[src/design/spq_pkg.sv]
package spq_pkg;

    localparam int CAPACITY_DEF    = 16;
    localparam int VALUE_WIDTH_DEF = 32;

    // item opcodes
    localparam logic OP_INSERT = 1'b0;
    localparam logic OP_REMOVE = 1'b1;

    typedef enum logic [1:0] {
        STATUS_OK        = 2'd0,
        STATUS_OVERFLOW  = 2'd1,
        STATUS_UNDERFLOW = 2'd2
    } status_t;

    typedef enum logic {
        ST_IDLE,
        ST_EXEC
    } ctrl_state_t;

    // controller to datapath
    typedef struct packed {
        logic    capture;       // latch the incoming item
        logic    write_result;  // load the result register
        logic    do_insert;     // shift cells and place the value
        logic    do_remove;     // shift cells toward the head
        status_t code;          // status reported with the result
    } spq_cmd_t;

    // datapath to controller
    typedef struct packed {
        logic op_remove;
        logic full;
        logic empty;
    } spq_stat_t;

endpackage

[src/design/sorted_priority_queue_unit.sv]
// sorted priority queue
//
// input channel (s_valid / s_ready): s_op selects insert (OP_INSERT) or
// remove of the largest value (OP_REMOVE); s_value is the signed value to
// insert and is ignored on remove
// result channel (m_valid / m_ready): one result item per input item with
// m_status (ok, overflow, underflow), m_removed_value (the largest value
// on a good remove, else 0) and m_fill_count (entries held afterwards)
//
// values sit in a row of CAPACITY cells, largest at the head; all cells
// compare and shift at once, so any insert or remove completes in the
// execute state after the item is latched
// result path: the item is latched on acceptance as the controller moves
// to ST_EXEC, which loads the result register and sets m_valid
// items are taken one at a time, none while the controller is in ST_EXEC
// of its latch/execute sequence; among equal values the newest leaves first
// reset clears the entry count and the result valid; cell contents are
// left as they are and never read beyond the count
// a stalled result holds in the output register; one further item is not
// taken until that register is taken or drains in the same cycle
module sorted_priority_queue_unit #(
    parameter int CAPACITY    = spq_pkg::CAPACITY_DEF,
    parameter int VALUE_WIDTH = spq_pkg::VALUE_WIDTH_DEF,
    parameter int CW          = $clog2(CAPACITY + 1)
) (
    input  logic                          aclk,
    input  logic                          aresetn,
    input  logic                          s_valid,
    output logic                          s_ready,
    input  logic                          s_op,
    input  logic signed [VALUE_WIDTH-1:0] s_value,
    output logic                          m_valid,
    input  logic                          m_ready,
    output logic [1:0]                    m_status,
    output logic signed [VALUE_WIDTH-1:0] m_removed_value,
    output logic [CW-1:0]                 m_fill_count
);
    import spq_pkg::*;

    // command and status between controller and cell row
    spq_cmd_t  cmd;
    spq_stat_t stat;

    spq_ctrl u_ctrl (
        .aclk    (aclk),
        .aresetn (aresetn),
        .s_valid (s_valid),
        .s_ready (s_ready),
        .m_valid (m_valid),
        .m_ready (m_ready),
        .stat    (stat),
        .cmd     (cmd)
    );

    spq_datapath #(
        .CAPACITY    (CAPACITY),
        .VALUE_WIDTH (VALUE_WIDTH),
        .CW          (CW)
    ) u_datapath (
        .aclk            (aclk),
        .aresetn         (aresetn),
        .s_op            (s_op),
        .s_value         (s_value),
        .cmd             (cmd),
        .stat            (stat),
        .m_status        (m_status),
        .m_removed_value (m_removed_value),
        .m_fill_count    (m_fill_count)
    );

endmodule

[src/design/spq_ctrl.sv]
module spq_ctrl (
    input  logic              aclk,
    input  logic              aresetn,
    input  logic              s_valid,
    output logic              s_ready,
    output logic              m_valid,
    input  logic              m_ready,
    input  spq_pkg::spq_stat_t stat,
    output spq_pkg::spq_cmd_t  cmd
);
    import spq_pkg::*;

    ctrl_state_t state_reg, state_next;
    logic        m_valid_reg, m_valid_next;

    always_ff @(posedge aclk) begin
        if (!aresetn) begin
            state_reg   <= ST_IDLE;
            m_valid_reg <= 1'b0;
        end else begin
            state_reg   <= state_next;
            m_valid_reg <= m_valid_next;
        end
    end

    always_comb begin
        state_next       = state_reg;
        m_valid_next     = m_valid_reg;
        s_ready          = 1'b0;
        cmd              = '0;
        cmd.code         = STATUS_OK;
        unique case (state_reg)
            ST_IDLE: begin
                // result register frees up when taken this cycle
                s_ready = !m_valid_reg || m_ready;
                if (m_valid_reg && m_ready) begin
                    m_valid_next = 1'b0;
                end
                if (s_valid && s_ready) begin
                    cmd.capture = 1'b1;
                    state_next  = ST_EXEC;
                end
            end
            ST_EXEC: begin
                cmd.write_result = 1'b1;
                m_valid_next     = 1'b1;
                state_next       = ST_IDLE;
                if (stat.op_remove) begin
                    if (stat.empty) begin
                        cmd.code = STATUS_UNDERFLOW;
                    end else begin
                        cmd.do_remove = 1'b1;
                    end
                end else begin
                    if (stat.full) begin
                        cmd.code = STATUS_OVERFLOW;
                    end else begin
                        cmd.do_insert = 1'b1;
                    end
                end
            end
            default: begin
                state_next = ST_IDLE;
            end
        endcase
    end

    assign m_valid = m_valid_reg;

endmodule

[src/design/spq_datapath.sv]
module spq_datapath #(
    parameter int CAPACITY    = spq_pkg::CAPACITY_DEF,
    parameter int VALUE_WIDTH = spq_pkg::VALUE_WIDTH_DEF,
    parameter int CW          = $clog2(CAPACITY + 1)
) (
    input  logic                          aclk,
    input  logic                          aresetn,
    input  logic                          s_op,
    input  logic signed [VALUE_WIDTH-1:0] s_value,
    input  spq_pkg::spq_cmd_t             cmd,
    output spq_pkg::spq_stat_t            stat,
    output logic [1:0]                    m_status,
    output logic signed [VALUE_WIDTH-1:0] m_removed_value,
    output logic [CW-1:0]                 m_fill_count
);
    import spq_pkg::*;

    logic                          op_reg;
    logic signed [VALUE_WIDTH-1:0] value_reg;
    logic [CW-1:0]                 count_reg, count_next;
    logic signed [VALUE_WIDTH-1:0] entry_reg [CAPACITY];
    logic [CAPACITY-1:0]           at_or_after;
    logic [1:0]                    status_reg;
    logic signed [VALUE_WIDTH-1:0] removed_reg;
    logic [CW-1:0]                 fill_reg;

    always_ff @(posedge aclk) begin
        if (cmd.capture) begin
            op_reg    <= s_op;
            value_reg <= s_value;
        end
    end

    always_ff @(posedge aclk) begin
        if (!aresetn) begin
            count_reg <= '0;
        end else begin
            count_reg <= count_next;
        end
    end

    always_comb begin
        count_next = count_reg;
        if (cmd.do_insert) begin
            count_next = count_reg + CW'(1);
        end else if (cmd.do_remove) begin
            count_next = count_reg - CW'(1);
        end
    end

    // each cell compares against the new value; the sorted order makes
    // at_or_after a thermometer code that marks the insert point
    genvar i;
    generate
        for (i = 0; i < CAPACITY; i++) begin : g_cell
            assign at_or_after[i] = (count_reg <= CW'(i)) || (value_reg >= entry_reg[i]);

            if (i == 0) begin : g_head
                always_ff @(posedge aclk) begin
                    if (cmd.do_insert && at_or_after[0]) begin
                        entry_reg[0] <= value_reg;
                    end else if (cmd.do_remove) begin
                        entry_reg[0] <= entry_reg[1];
                    end
                end
            end else if (i == CAPACITY - 1) begin : g_tail
                always_ff @(posedge aclk) begin
                    if (cmd.do_insert && at_or_after[i]) begin
                        entry_reg[i] <= at_or_after[i-1] ? entry_reg[i-1] : value_reg;
                    end
                end
            end else begin : g_mid
                always_ff @(posedge aclk) begin
                    if (cmd.do_insert && at_or_after[i]) begin
                        entry_reg[i] <= at_or_after[i-1] ? entry_reg[i-1] : value_reg;
                    end else if (cmd.do_remove) begin
                        entry_reg[i] <= entry_reg[i+1];
                    end
                end
            end
        end
    endgenerate

    always_ff @(posedge aclk) begin
        if (cmd.write_result) begin
            status_reg  <= cmd.code;
            removed_reg <= cmd.do_remove ? entry_reg[0] : '0;
            fill_reg    <= count_next;
        end
    end

    assign stat.op_remove  = (op_reg == OP_REMOVE);
    assign stat.full       = (count_reg >= CW'(CAPACITY));
    assign stat.empty      = (count_reg == '0);

    assign m_status        = status_reg;
    assign m_removed_value = removed_reg;
    assign m_fill_count    = fill_reg;

endmodule

[config.mk]
export PLATFORM = sky130hd
export DESIGN_NAME = sorted_priority_queue_unit
export DESIGN_NICKNAME = d
export VERILOG_FILES = /design/src/design/spq_pkg.sv /design/src/design/sorted_priority_queue_unit.sv /design/src/design/spq_ctrl.sv /design/src/design/spq_datapath.sv
export SDC_FILE = /design/constraint.sdc
export NUM_CORES = 2
export LEC_CHECK = 0
export BUFFER_PORTS_ARGS = -buffer_cell sky130_fd_sc_hd__buf_2
export CAP_MARGIN = 25
export CORE_UTILIZATION = 35
export CTS_BUF_LIST = sky130_fd_sc_hd__clkbuf_2 sky130_fd_sc_hd__clkbuf_4 sky130_fd_sc_hd__clkbuf_8
export DETAILED_ROUTE_END_ITERATION = 8
export GPL_ROUTABILITY_DRIVEN = 0
export GPL_TIMING_DRIVEN = 1
export PLACE_DENSITY = 0.5
export RECOVER_POWER = 100
export SLEW_MARGIN = 30
export SYNTH_ARGS = -nofsm -noshare
export SYNTH_HDL_FRONTEND = slang
export SYNTH_SLANG_ARGS = --single-unit
[constraint.sdc]
create_clock -name aclk -period 13.15 [get_ports aclk]
set_input_delay 2.63 -clock aclk [delete_from_list [all_inputs] [get_ports aclk]]
set_output_delay 2.63 -clock aclk [all_outputs]
set_load 0.02 [all_outputs]
==> results.ini <==
[run_status]
status = complete, but fails checks
violations = max-capacitance violations, max-slew violations

[clock_tree]
cts_tree = built
cts_setup_buffers = 0
clockBufferDepth = 3
htreeDepth = 3
root_buffer = clkbuf_8
clkLatencyLatePin_ps = 780
cts.clk_slew.worst_paths_ps = 60
cts_sinks = 591
ctsResizeCount = 0
cts_inserted_buffers = 115
ctsHoldBuffers = 0

[timing]
finalHoldWorstSlack_ps = 554.1
slew_viol_final = 1030
setup_tns_ps = 0
hold_violations = 0
finClkSkew_ps = 39.90
final-setup-viol-count = 0
grt_setup_unrepaired = false
fmaxAchievable_ghz = 0.1141
worst_pin_slew_ps = 4093
fin_crit_ps = 8761
final.period_utilization = 0.6662
maxSlewHeadroom = -1.728

[hold_path]
min_path_type = reg2reg

[drt]
routedLengthMet1_um = 55850
dr_wl_met3_um = 5793
num_vias = 31530
first_pass_iters = 5
wirelength_um = 122100
drtIter0Drc = 2243
wl_met2_um = 56050
drc = 0
antenna_left = 0
routedWlPerCell_um = 21.98
highest_layer = met4
viasPerCell = 5.678

[pwr]
switching_share = 0.2897
internal_power_mw = 3.394
power.switching_mw = 1.384
p_per_area_nw_per_um2 = 107.5
p_total_mw = 4.778
p_leak_nw = 19.08
share_seq_of_total_power = 0.470
power.combinational.fraction = 0.155
p_clk_frac = 0.375
ir_drop_mv = 0.07015

[cells_and_area]
largest_register_ffs = 512
nets = 4502
final_cell_mix = 584 x edfxtp_1, 517 x ha_1, 513 x inv_1
multi_input_area_um2 = 19870
fin_cells = 5554
mostFrequentLayoutCell = edfxtp_1
drive_gt1_frac = 0.07770
fill_cells = 11460
seqCellArea_um2 = 17680
syn_to_final_growth_pct = 10.36

[floorplanning]
start_util = 0.3528
rows = 124
die_x_um = 341.3
ioPinCount = 78
chipHeight_um = 341.3
core_um2 = 114200
dieArea_um2 = 116500

[synth]
yosysTopAreaCellShare = 0.4353
ys_seq_elements = 591
synth_area_um2 = 40280
ys_seq_area_frac = 0.4388
synth-edff-count = 584
ys.flop_type = edfxtp_1
yosys.area.top_type = edfxtp_1
ys_async_sr_fraction = 0
ys_types = 60
yosysWarnings = 0
synth_area_per_cell_um2 = 10.31
synth.area.top_cells = edfxtp_1 44%, ha_1 16%, a221o_1 8.9%
synthesis.nets = 4463
syn_inst = 3909

[critical_path]
slowest_delay_ps = 2760
end_kind = flop
worstPathArrival_ps = 8990
path_common_cell = clkbuf_1
critPathSlowestCell = clkbuf_1
critPathMaxFanout = 205
cp-start-kind = flop
r2r_slack_ps = 4390
path_cells = clkbuf_1, nand2_1, a21o_1, buf_12, clkbuf_1, o21ai_2, clkbuf_1
crit_type = reg2reg
worstPathRequired_ps = 13380

[job]
drv_cap = 29

[place]
io_buffers = 77
place_inst = 5342
dp_hpwl_um = 90010

[global_route]
grt_antenna_before_repair = 1
grt_pass1_wl_um = 185900
grt_usage = 0.2056
grt_overflow = 0
grt_max_degree = 206
first_global_vias = 30980

cells in the mapped netlist, drive strengths merged (3+ instances only):
| library cell | n |
|---|---|
| o21a | 12 |
| a221o | 360 |
| a22oi | 103 |
| nor3 | 23 |
| o21ai | 173 |
| nand2 | 160 |
| a311o | 3 |
| and3 | 200 |
| nand2b | 3 |
| a2111o | 3 |
| buf | 18 |
| a21o | 30 |
| o31a | 7 |
| inv | 513 |
| or3 | 4 |
| a22o | 9 |
| a2111oi | 11 |
| a41oi | 3 |
| and2 | 46 |
| o31ai | 34 |
| and4 | 20 |
| nor4b | 7 |
| nor4 | 23 |
| edfxtp | 584 |
| clkbuf | 225 |
| a31oi | 72 |
| a21oi | 212 |
| ha | 517 |
| o22ai | 5 |
| o41a | 3 |
| dfxtp | 7 |
| nor2b | 21 |
| a221oi | 3 |
| a211oi | 9 |
| mux2 | 32 |
| a311oi | 3 |
| o211ai | 20 |
| nand3 | 53 |
| nand4 | 104 |
| a21boi | 5 |
| nor2 | 250 |
logic make-up (layout without fill, tap and decap cells):
| family | Yosys count | count (layout) | share of synthesized area |
|---|---|---|---|
| flip-flops | 591 | 591 | 0.4388 |
| AO/OA/AOI/OAI | 1089 | 1089 | 0.2011 |
| AND/OR/NAND/NOR | 921 | 921 | 0.1190 |
| other | 0 | 1 | 0 |
| buffers and inverters | 756 | 888 | 0.07088 |
| XOR/XNOR | 3 | 3 | 0.0006524 |
| adder cells (fa/ha/maj) | 517 | 517 | 0.1606 |
| multiplexers | 32 | 32 | 0.008945 |
path summary, 6_finish.rpt:
check                                    start                           to  cells past startpoint
hold / removal    u_datapath.entry_reg[0][252]  u_datapath.entry_reg[1][28]                      1
setup reg to reg              u_ctrl.state_reg  u_datapath.entry_reg[1][37]                      7
setup / recovery              u_ctrl.state_reg  u_datapath.entry_reg[1][37]                      7
hold reg to reg   u_datapath.entry_reg[0][252]  u_datapath.entry_reg[1][28]                      1
power by group through the flow:
stage | registers [mW] | logic [mW] | clock network (mW)
floorplan | 2.29 | 0.488 | 0
global placement | 2.28 | 0.730 | 0
detailed placement | 2.28 | 0.752 | 0
CTS | 2.24 | 0.756 | 1.84
global route | 2.26 | 0.833 | 1.91
finish | 2.25 | 0.740 | 1.79
final cells by class:
| class | instances | share of cell area |
|---|---|---|
| antenna | 1 | 0.00005629 |
| clock buffer | 159 | 0.04331 |
| multi-input combinational | 2562 | 0.4468 |
| inverter | 513 | 0.04331 |
| tap | 1512 | 0.04255 |
| clock inverter | 51 | 0.004981 |
| timing repair buffer | 165 | 0.02136 |
| sequential | 591 | 0.3976 |
worst max-delay path: cells and delay by family (launching register included):
kind            cells  cell delay (ps)
flops               1              300
buf+inv             4             5300
simple gates        1              600
compound gates      2             1940
routing by layer:
metal,vias to the layer above,global-route usage
met5,-,0
li1,15160,-
met3,195,0.02606
met4,0,0.07969
met1,15310,0.2791
met2,871,0.3327
through the flow:
| step | utilization | cell area, um^2 | setup WS, ps |
|---|---|---|---|
| 2_1_floorplan | - | 40280 | 7429 |
| 3_3_place_gp | 0.3721 | 42480 | 7355 |
| 3_5_place_dp | 0.3738 | 42680 | 7350 |
| 4_1_cts | 0.3926 | 44830 | 7344 |
| 5_1_grt | 0.3893 | 44460 | 3658 |
| 6_report | 0.3893 | 44460 | 4389 |
(Power assumes the default switching activity.)
